**config.mk**
```make
export PLATFORM = sky130hd
export DESIGN_NAME = lru_page_replacement_top
export DESIGN_NICKNAME = d
export VERILOG_FILES = /design/src/hdl/lru_pkg.sv /design/src/hdl/lru_cell.sv /design/src/hdl/lru_page_replacement_top.sv
export SDC_FILE = /design/constraint.sdc
export NUM_CORES = 2
export LEC_CHECK = 0
export BUFFER_PORTS_ARGS = -buffer_cell sky130_fd_sc_hd__buf_4
export CAP_MARGIN = 0
export CELL_PAD_IN_SITES_DETAIL_PLACEMENT = 1
export CELL_PAD_IN_SITES_GLOBAL_PLACEMENT = 2
export CORE_MARGIN = 2
export CORE_UTILIZATION = 44
export CTS_CLUSTER_SIZE = 14
export DETAILED_ROUTE_END_ITERATION = 7
export PLACE_DENSITY_LB_ADDON = 0.1
export SLEW_MARGIN = 5
export SYNTH_ARGS = -nofsm -noshare
export SYNTH_HDL_FRONTEND = slang
export SYNTH_SLANG_ARGS = --single-unit
```
**constraint.sdc**
```tcl
create_clock -name clk_i -period 7.1 [get_ports clk_i]
set_clock_uncertainty 0.05 [all_clocks]
set_input_delay 1.065 -clock clk_i [delete_from_list [all_inputs] [get_ports clk_i]]
set_output_delay 1.065 -clock clk_i [all_outputs]
set_load 0.02 [all_outputs]
```
**src/hdl/lru_pkg.sv**
```systemverilog
// Shared types and constants for the LRU page replacement block.
package lru_pkg;

  // Default sizing of the frame table.
  localparam int unsigned FrameCountDef = 16;
  localparam int unsigned PageBitsDef   = 16;

  // Fixed widths of the external fields.
  localparam int unsigned CfgW       = 5;
  localparam int unsigned PageFieldW = 16;
  localparam int unsigned FrameFieldW = 4;
  localparam int unsigned CountW     = 32;

  // Reset value of the frames-in-use register.
  localparam logic [CfgW-1:0] FramesInUseRst = 5'd16;

  // Status that travels down the cell chain with a lookup.
  typedef struct packed {
    logic tok;   // a lookup is present in this stage
    logic hit;   // an active valid frame holds the page
    logic free;  // an active empty frame was seen
    logic seen;  // at least one active frame was seen
  } scan_flags_t;

  // Frame update issued to the cells when a lookup commits.
  typedef struct packed {
    logic en;        // refresh the stamp of the selected frame
    logic set_page;  // also load the page and mark the frame valid
  } frame_wr_t;

  // Sequencer states.
  typedef enum logic [1:0] {
    StIdle,
    StLaunch,
    StScan,
    StCommit
  } lru_state_e;

endpackage

```
**src/hdl/lru_cell.sv**
```systemverilog
// One frame of the table together with its stage of the lookup chain.
module lru_cell #(
  parameter int unsigned PAGE_BITS = lru_pkg::PageBitsDef,
  parameter int unsigned IDX_W     = 4,
  parameter int unsigned CELL_IDX  = 0
) (
  input  logic                      clk_i,
  input  logic                      rst_ni,
  input  logic                      active_i,
  input  logic [PAGE_BITS-1:0]      req_page_i,
  input  logic [lru_pkg::CountW-1:0] ref_clock_i,
  input  lru_pkg::frame_wr_t        wr_i,
  input  logic [IDX_W-1:0]          wr_idx_i,
  input  lru_pkg::scan_flags_t      flags_i,
  input  logic [IDX_W-1:0]          hit_idx_i,
  input  logic [IDX_W-1:0]          free_idx_i,
  input  logic [IDX_W-1:0]          lru_idx_i,
  input  logic [lru_pkg::CountW-1:0] lru_age_i,
  input  logic [PAGE_BITS-1:0]      lru_page_i,
  output lru_pkg::scan_flags_t      flags_o,
  output logic [IDX_W-1:0]          hit_idx_o,
  output logic [IDX_W-1:0]          free_idx_o,
  output logic [IDX_W-1:0]          lru_idx_o,
  output logic [lru_pkg::CountW-1:0] lru_age_o,
  output logic [PAGE_BITS-1:0]      lru_page_o
);
  import lru_pkg::*;

  localparam logic [IDX_W-1:0] MyIdx = IDX_W'(CELL_IDX);

  // Frame contents.
  logic [PAGE_BITS-1:0] page_q;
  logic                 valid_q;
  logic [CountW-1:0]    stamp_q;

  // Stage outputs handed to the next cell.
  scan_flags_t          flags_q, flags_d;
  logic [IDX_W-1:0]     hit_idx_q, hit_idx_d;
  logic [IDX_W-1:0]     free_idx_q, free_idx_d;
  logic [IDX_W-1:0]     lru_idx_q, lru_idx_d;
  logic [CountW-1:0]    lru_age_q, lru_age_d;
  logic [PAGE_BITS-1:0] lru_page_q, lru_page_d;

  logic                 hit_here;
  logic                 free_here;
  logic [CountW-1:0]    age;
  logic                 take_lru;
  logic                 wr_sel;

  // Local lookup: match, emptiness and age of this frame.
  assign hit_here  = active_i && valid_q && (page_q == req_page_i);
  assign free_here = active_i && !valid_q;
  assign age       = ref_clock_i - stamp_q;
  assign take_lru  = active_i && (!flags_i.seen || (age > lru_age_i));
  assign wr_sel    = wr_i.en && (wr_idx_i == MyIdx);

  // Merge this frame into the running lookup result; lower frames win ties.
  always_comb begin
    flags_d.tok  = flags_i.tok;
    flags_d.hit  = flags_i.hit  || hit_here;
    flags_d.free = flags_i.free || free_here;
    flags_d.seen = flags_i.seen || active_i;
    hit_idx_d    = flags_i.hit  ? hit_idx_i  : MyIdx;
    free_idx_d   = flags_i.free ? free_idx_i : MyIdx;
    if (take_lru) begin
      lru_idx_d  = MyIdx;
      lru_age_d  = age;
      lru_page_d = page_q;
    end else begin
      lru_idx_d  = lru_idx_i;
      lru_age_d  = lru_age_i;
      lru_page_d = lru_page_i;
    end
  end

  // Stage register; the data holds once the lookup has passed.
  always_ff @(posedge clk_i or negedge rst_ni) begin
    if (!rst_ni) begin
      flags_q <= '0;
    end else if (flags_i.tok) begin
      flags_q <= flags_d;
    end else begin
      flags_q.tok <= 1'b0;
    end
  end

  always_ff @(posedge clk_i) begin
    if (flags_i.tok) begin
      hit_idx_q  <= hit_idx_d;
      free_idx_q <= free_idx_d;
      lru_idx_q  <= lru_idx_d;
      lru_age_q  <= lru_age_d;
      lru_page_q <= lru_page_d;
    end
  end

  // Frame state: valid bit and stamp are reset, the page is not.
  always_ff @(posedge clk_i or negedge rst_ni) begin
    if (!rst_ni) begin
      valid_q <= 1'b0;
      stamp_q <= '0;
    end else if (wr_sel) begin
      stamp_q <= ref_clock_i;
      if (wr_i.set_page) begin
        valid_q <= 1'b1;
      end
    end
  end

  always_ff @(posedge clk_i) begin
    if (wr_sel && wr_i.set_page) begin
      page_q <= req_page_i;
    end
  end

  assign flags_o    = flags_q;
  assign hit_idx_o  = hit_idx_q;
  assign free_idx_o = free_idx_q;
  assign lru_idx_o  = lru_idx_q;
  assign lru_age_o  = lru_age_q;
  assign lru_page_o = lru_page_q;

endmodule

```
**src/hdl/lru_page_replacement_top.sv**
```systemverilog
// Top level of the LRU page replacement block: sequencer and chain of frame cells.
//
// Usage:
//   Page references enter on the input channel (in_valid_i / in_ready_o with
//   page_number_i). Each reference yields exactly one result transaction on
//   the output channel (out_valid_o / out_ready_i) carrying hit_o,
//   frame_used_o, evicted_valid_o, evicted_page_o and fault_total_o.
//   A lookup walks the chain of frame cells, one cell per cycle; the block
//   takes no new reference until the current one has been committed to the
//   output register, since in_ready_o is high only while the sequencer idles.
//   The number of frames taking part is written through cfg_we_i and
//   cfg_wdata_i; the user must write it only while the block is idle, which
//   the block itself does not enforce; 0 acts as 1 and values above
//   FRAME_COUNT act as FRAME_COUNT.
//   Reset empties every frame, clears all stamps, the reference clock and the
//   fault count, and sets the frames-in-use register to 16.
//   If the receiver stalls, the result stays in the output register and the
//   next reference is still accepted and looked up; its commit waits until
//   the output register is free.
module lru_page_replacement_top #(
  parameter int unsigned FRAME_COUNT = lru_pkg::FrameCountDef,
  parameter int unsigned PAGE_BITS   = lru_pkg::PageBitsDef
) (
  input  logic                           clk_i,
  input  logic                           rst_ni,
  input  logic                           cfg_we_i,
  input  logic [lru_pkg::CfgW-1:0]       cfg_wdata_i,
  input  logic                           in_valid_i,
  output logic                           in_ready_o,
  input  logic [lru_pkg::PageFieldW-1:0] page_number_i,
  output logic                           out_valid_o,
  input  logic                           out_ready_i,
  output logic                           hit_o,
  output logic [lru_pkg::FrameFieldW-1:0] frame_used_o,
  output logic                           evicted_valid_o,
  output logic [lru_pkg::PageFieldW-1:0] evicted_page_o,
  output logic [lru_pkg::CountW-1:0]     fault_total_o
);
  import lru_pkg::*;

  localparam int unsigned IdxW = (FRAME_COUNT > 1) ? $clog2(FRAME_COUNT) : 1;

  // Control registers.
  lru_state_e           state_q, state_d;
  logic [CfgW-1:0]      frames_in_use_q;
  logic [CountW-1:0]    ref_clock_q;
  logic [CountW-1:0]    fault_q, fault_d;
  logic [PAGE_BITS-1:0] req_page_q;

  // Output register.
  logic                   out_valid_q;
  logic                   hit_q;
  logic [FrameFieldW-1:0] frame_used_q;
  logic                   evicted_valid_q;
  logic [PageFieldW-1:0]  evicted_page_q;
  logic [CountW-1:0]      fault_total_q;

  // Sequencer outputs.
  logic accept;
  logic launch;
  logic commit;
  logic out_free;

  // Chain wiring; index 0 is the seed, index FRAME_COUNT the last stage.
  scan_flags_t          ch_flags [FRAME_COUNT+1];
  logic [IdxW-1:0]      ch_hit_idx [FRAME_COUNT+1];
  logic [IdxW-1:0]      ch_free_idx [FRAME_COUNT+1];
  logic [IdxW-1:0]      ch_lru_idx [FRAME_COUNT+1];
  logic [CountW-1:0]    ch_lru_age [FRAME_COUNT+1];
  logic [PAGE_BITS-1:0] ch_lru_page [FRAME_COUNT+1];

  // Commit decision.
  scan_flags_t     res_flags;
  logic            evict;
  logic [IdxW-1:0] slot;
  frame_wr_t       wr;

  assign out_free = !out_valid_q || out_ready_i;
  assign accept   = in_valid_i && in_ready_o;

  // Sequencer: next state.
  always_comb begin
    state_d = state_q;
    unique case (state_q)
      StIdle:   if (in_valid_i) state_d = StLaunch;
      StLaunch: state_d = StScan;
      StScan:   if (ch_flags[FRAME_COUNT].tok) state_d = StCommit;
      StCommit: if (out_free) state_d = StIdle;
      default:  state_d = StIdle;
    endcase
  end

  // Sequencer: outputs.
  always_comb begin
    in_ready_o = 1'b0;
    launch     = 1'b0;
    commit     = 1'b0;
    unique case (state_q)
      StIdle:   in_ready_o = 1'b1;
      StLaunch: launch = 1'b1;
      StScan:   ;
      StCommit: commit = out_free;
      default:  ;
    endcase
  end

  always_ff @(posedge clk_i or negedge rst_ni) begin
    if (!rst_ni) begin
      state_q <= StIdle;
    end else begin
      state_q <= state_d;
    end
  end

  // Configuration register.
  always_ff @(posedge clk_i or negedge rst_ni) begin
    if (!rst_ni) begin
      frames_in_use_q <= FramesInUseRst;
    end else if (cfg_we_i) begin
      frames_in_use_q <= cfg_wdata_i;
    end
  end

  // Captured reference.
  always_ff @(posedge clk_i) begin
    if (accept) begin
      req_page_q <= PAGE_BITS'(page_number_i);
    end
  end

  // Chain seed: a fresh lookup with nothing found yet.
  always_comb begin
    ch_flags[0]      = '0;
    ch_flags[0].tok  = launch;
    ch_hit_idx[0]    = '0;
    ch_free_idx[0]   = '0;
    ch_lru_idx[0]    = '0;
    ch_lru_age[0]    = '0;
    ch_lru_page[0]   = '0;
  end

  // Row of frame cells.
  for (genvar g = 0; g < FRAME_COUNT; g++) begin : g_cell
    logic active;

    // Frame 0 is always active; others while below the configured count.
    assign active = (g == 0) || (int'(frames_in_use_q) > g);

    lru_cell #(
      .PAGE_BITS (PAGE_BITS),
      .IDX_W     (IdxW),
      .CELL_IDX  (g)
    ) u_cell (
      .clk_i       (clk_i),
      .rst_ni      (rst_ni),
      .active_i    (active),
      .req_page_i  (req_page_q),
      .ref_clock_i (ref_clock_q),
      .wr_i        (wr),
      .wr_idx_i    (slot),
      .flags_i     (ch_flags[g]),
      .hit_idx_i   (ch_hit_idx[g]),
      .free_idx_i  (ch_free_idx[g]),
      .lru_idx_i   (ch_lru_idx[g]),
      .lru_age_i   (ch_lru_age[g]),
      .lru_page_i  (ch_lru_page[g]),
      .flags_o     (ch_flags[g+1]),
      .hit_idx_o   (ch_hit_idx[g+1]),
      .free_idx_o  (ch_free_idx[g+1]),
      .lru_idx_o   (ch_lru_idx[g+1]),
      .lru_age_o   (ch_lru_age[g+1]),
      .lru_page_o  (ch_lru_page[g+1])
    );
  end

  // Pick the frame: hit first, then lowest empty frame, then the LRU victim.
  always_comb begin
    res_flags   = ch_flags[FRAME_COUNT];
    evict       = !res_flags.hit && !res_flags.free;
    if (res_flags.hit) begin
      slot = ch_hit_idx[FRAME_COUNT];
    end else if (res_flags.free) begin
      slot = ch_free_idx[FRAME_COUNT];
    end else begin
      slot = ch_lru_idx[FRAME_COUNT];
    end
    wr.en       = commit;
    wr.set_page = commit && !res_flags.hit;
    fault_d     = (!res_flags.hit && (fault_q != '1)) ? fault_q + CountW'(1) : fault_q;
  end

  // Reference clock advances on every commit; the fault count on a commit that misses, saturating at its maximum.
  always_ff @(posedge clk_i or negedge rst_ni) begin
    if (!rst_ni) begin
      ref_clock_q <= '0;
      fault_q     <= '0;
    end else if (commit) begin
      ref_clock_q <= ref_clock_q + CountW'(1);
      fault_q     <= fault_d;
    end
  end

  // Output register valid.
  always_ff @(posedge clk_i or negedge rst_ni) begin
    if (!rst_ni) begin
      out_valid_q <= 1'b0;
    end else if (commit) begin
      out_valid_q <= 1'b1;
    end else if (out_ready_i) begin
      out_valid_q <= 1'b0;
    end
  end

  // Output register payload.
  always_ff @(posedge clk_i) begin
    if (commit) begin
      hit_q           <= res_flags.hit;
      frame_used_q    <= FrameFieldW'(slot);
      evicted_valid_q <= evict;
      evicted_page_q  <= evict ? PageFieldW'(ch_lru_page[FRAME_COUNT]) : '0;
      fault_total_q   <= fault_d;
    end
  end

  assign out_valid_o     = out_valid_q;
  assign hit_o           = hit_q;
  assign frame_used_o    = frame_used_q;
  assign evicted_valid_o = evicted_valid_q;
  assign evicted_page_o  = evicted_page_q;
  assign fault_total_o   = fault_total_q;

endmodule

```
==> qor.tcl <==
set qor(outcome) {completed}
set qor(timing.critical_path.cells) {ha_1 > a21o_1 > a21o_1 > a21oi_1 > nand3_1 > a211oi_1 > o31a_1 > o41ai_1 > a21oi_1 > xnor2_1 > ha_1 > a21oi_1 > nor2b_1 > o21ai_0 > o21ai_0 > or3_1 > a211o_1 > a21oi_1 > a211oi_4 > buf_4 > mux2_2}
set qor(hold_buffer_count_at_cts) 0
set qor(crit_top_cell) {sky130_fd_sc_hd__a21oi_1}
set qor(yosysSeqAreaShare_pct) 47.9
set qor(fp-row-count) 183
set qor(post_route_cells_drive_above_1_share_pct) 14.3
set qor(number_of_enable_type_register_cells_in_the_synthesized_netlist) 1209
set qor(core-area_sq_um) 249000
set qor(final-max-slew-violation-count) 0
set qor(syn_area_per_cell_sq_um) 10.7
set qor(drc_violations) 0
set qor(setup_viol_count_final) 0
set qor(dp_cells) 13700
set qor(cts-root-to-sink-buffers) 3
set qor(port_buffers) 81
set qor(final.min_clock_period_ns) 6.48
set qor(critical-path-top-delay-family) {compound AO/OA/AOI/OAI gates}
set qor(max_freq_mhz) 154
set qor(cts_resized) 0
set qor(criticalPathCategory) {reg -> reg}
set qor(cts-htree-levels) 4
set qor(root_buffer) {sky130_fd_sc_hd__clkbuf_16}
set qor(synthFlopType) {sky130_fd_sc_hd__edfxtp_1}
set qor(max-slew-margin-rel_pct) 23.5
set qor(flop_and_latch_count_out_of_synthesis) 1872
set qor(grt_first_pass_wirelength_mm) 548
set qor(layout.filler_cells) 26800
set qor(final_antenna_net_count) 0
set qor(worstMarginPinSlew_ns) 1.14
set qor(globalRouteTotalUtil_pct) 28.6
set qor(grt_pass1_vias) 83900
set qor(gp_congestion) 0.911
set qor(average_via_count_per_standard_cell) 5.62
set qor(worst_hold_slack_ns) 0.0706
set qor(power_per_cell_area_nw_per_um2) 463
set qor(drt-pass1-iter-count) 5
set qor(endpoint_kind) {register}
set qor(floorplan.initialDensity_pct) 44.4
set qor(min_period_over_period_pct) 91.3
set qor(dp_hpwl_mm) 281
set qor(grt_antenna_before_repair) 21
set qor(cp_data_required_time_ns) 7.67
set qor(route.detailed.wl_per_inst_microns) 26.1
set qor(timing.critical_path.buf_inv) 1
set qor(floorplan.die_area_sq_um) 255000
set qor(clk_lat_worst_skew_ns) 0.90
set qor(report.power.total_w) 0.0577
set qor(grt_max_degree) 117
set qor(ys_types) 96
set qor(startpoint_type) {register}
set qor(syn_nets) 11400
set qor(setup_slack_ns) 0.621
set qor(min-delay-path-class) {in -> async}
set qor(cts-buffers-inserted) 216
set qor(rsz0062_at_grt) {false}
set qor(critical_path.slowest_cell) {sky130_fd_sc_hd__dfrtp_2}
set qor(die_w_microns) 505
set qor(clock_tree_from_tritoncts) {yes}
set qor(post-place-ws_ns) 0.588
set qor(wirelength_mm) 368
set qor(detailed_route_iter0_violations) 5153
set qor(clk_transition_reported_paths_ns) 0.06
set qor(power_leakage_nw) 55.2
set qor(globalRouteOverflowTotal) 0
set qor(post_synth_instance_area_sq_um) 111000
set qor(yosys_warning_total) 0
set qor(finalHoldViolCount) 0
set qor(post_synth_inst_count) 10300
set qor(clock-sinks) 1872
set qor(pin_count) 82
set qor(worst-endpoint-arrival_ns) 7.05
set qor(critical-path-max-stage-delay_ns) 1.05
set qor(die_y_microns) 505
set qor(design.final.nets) 11600
set qor(maximum_net_fanout_on_the_critical_path) 20
set qor(dr_total_vias) 79400
set qor(fin_tns_setup_ns) 0
set qor(cap_violations) 0
set qor(layout.cells.non_filler) 14100
set qor(area.growth.synth_to_final_pct) 12.8
set qor(cts_post_setup_buffers_inserted) 0
set qor(postSynth.asyncResetShare_pct) 35.4
set qor(worst_ir_drop_vdd_mv) 0.305
==> registers in the layout (all words and copies together), names as in the netlist <==
register / count
evicted_page_o: 16
evicted_valid_o: 1
fault_q: 32
fault_total_o: 32
frame_used_o: 4
frames_in_use_q: 5
g_cell.u_cell.flags_o: 63
g_cell.u_cell.free_idx_o: 49
g_cell.u_cell.hit_idx_o: 49
g_cell.u_cell.lru_age_o: 480
g_cell.u_cell.lru_idx_o: 49
g_cell.u_cell.lru_page_o: 256
g_cell.u_cell.page_q: 256
g_cell.u_cell.stamp_q: 512
g_cell.u_cell.valid_q: 16
hit_o: 1
out_valid_o: 1
ref_clock_q: 32
req_page_q: 16
state_q: 2
==> metrics by stage <==
step | utilization (%) | instance area, sq um
after floorplan | - | 111000
after global placement | 46.9 | 117000
after detailed placement | 46.9 | 117000
after CTS | 50.0 | 125000
after global routing | 50.0 | 125000
final | 50.0 | 125000
==> synth_stat cells (all sizes together), types with 16 or more instances <==
cell type | n | area share (%)
a21o | 412 | 2.8
a41oi | 20 | 0.17
nand2 | 838 | 2.8
o31a | 16 | 0.13
a31oi | 59 | 0.34
o31ai | 29 | 0.21
a21oi | 571 | 2.6
buf | 22 | 0.098
and2 | 85 | 0.48
fa | 16 | 0.29
o21ai | 819 | 3.7
nand3 | 137 | 0.62
inv | 1117 | 3.8
and3 | 63 | 0.36
xor2 | 230 | 1.8
mux2 | 668 | 6.8
a211oi | 58 | 0.40
nor2 | 412 | 1.4
and4 | 18 | 0.14
nand4 | 190 | 1.1
o21a | 68 | 0.46
or3 | 19 | 0.11
xnor2 | 574 | 4.5
dfrtp | 662 | 15
o211ai | 31 | 0.21
edfxtp | 1209 | 33
a211o | 18 | 0.14
nand2b | 142 | 0.80
nor4 | 38 | 0.22
or2 | 55 | 0.31
a221oi | 16 | 0.14
o21bai | 57 | 0.39
nor2b | 100 | 0.57
nor3 | 95 | 0.43
ha | 982 | 11
clkbuf | 305 | 1.0
mux2i | 16 | 0.14
a21boi | 17 | 0.12
==> cell families (layout without fill, tap and decap cells) <==
group / count (synthesis) / after routing / synth area share, %
buffers and inverters: 1444 / 1870 / 4.93
AOI/OAI and AO/OA: 2322 / 2322 / 12.9
muxes: 684 / 684 / 6.95
DFF: 1872 / 1872 / 47.9
other: 0 / 6 / 0
adders and majority gates: 998 / 998 / 11.4
xor gates and xnor gates: 804 / 804 / 6.37
and+or+nand+nor: 2223 / 2223 / 9.60
==> worst paths after layout <==
path	slack, ns	from	end	depth (start not counted)
setup / recovery	0.62	ref_clock_q[14]$_DFFE_PN0P_	g_cell[6].u_cell.lru_age_o[23]$_DFFE_PP_	21
hold / removal	0.07	rst_ni	g_cell[10].u_cell.stamp_q[15]$_DFFE_PN0P_	1
setup reg to reg	0.62	ref_clock_q[14]$_DFFE_PN0P_	g_cell[6].u_cell.lru_age_o[23]$_DFFE_PP_	21
hold reg to reg	0.42	g_cell[0].u_cell.page_q[6]$_DFFE_PP_	g_cell[0].u_cell.lru_page_o[6]$_DFFE_PP_	0
max in group asynchronous	5.20	rst_ni	frames_in_use_q[3]$_DFFE_PN0P_	3
min in group clk_i	0.31	page_number_i[2]	req_page_q[2]$_DFFE_PP_	1
==> where the power goes <==
part	leakage [nW]	internal [W]	switching, W
logic	32.8	0.0105	0.0150
clock network	3.70	0.00698	0.00496
registers	18.7	0.0174	0.00271
==> area by class of cell <==
| type | instances | area (sq um) | share of cell area [%] |
|---|---|---|---|
| inverters | 1117 | 4190 | 3.37 |
| well taps | 3330 | 4170 | 3.34 |
| clock buffers | 288 | 6050 | 4.85 |
| flip-flops and latches | 1872 | 53000 | 42.5 |
| multi-input cells | 7031 | 52500 | 42.1 |
| repair buffers | 340 | 3110 | 2.50 |
| clock inverters | 125 | 1610 | 1.29 |
| diodes | 6 | 15.0 | 0.0120 |
==> layer usage <==
metal  vias to the layer above  global-route usage, %  share of wire, %
li1                      37100                      -                 -
met5                         -                      0            0.0079
met4                         4                   11.9               4.7
met3                       543                   2.95               3.9
met2                      1536                   49.3                49
met1                     40200                   36.5                43
==> placed cells by master (no fill, tap or decap), types with 79 or more instances in the layout <==
cell type,count
sky130_fd_sc_hd__mux2_2,667
sky130_fd_sc_hd__dfrtp_1,616
sky130_fd_sc_hd__nor3_1,79
sky130_fd_sc_hd__nand4_1,190
sky130_fd_sc_hd__and2_1,83
sky130_fd_sc_hd__ha_1,981
sky130_fd_sc_hd__a21o_1,412
sky130_fd_sc_hd__o21ai_0,774
sky130_fd_sc_hd__inv_1,1114
sky130_fd_sc_hd__xnor2_1,574
sky130_fd_sc_hd__edfxtp_1,1209
sky130_fd_sc_hd__a21oi_1,570
sky130_fd_sc_hd__nand3_1,135
sky130_fd_sc_hd__nand2_1,838
sky130_fd_sc_hd__nand2b_1,142
sky130_fd_sc_hd__buf_4,295
sky130_fd_sc_hd__nor2b_1,100
sky130_fd_sc_hd__clkbuf_16,219
sky130_fd_sc_hd__xor2_1,230
sky130_fd_sc_hd__nor2_1,395
Note: power is estimated with default switching activity, not from simulation.
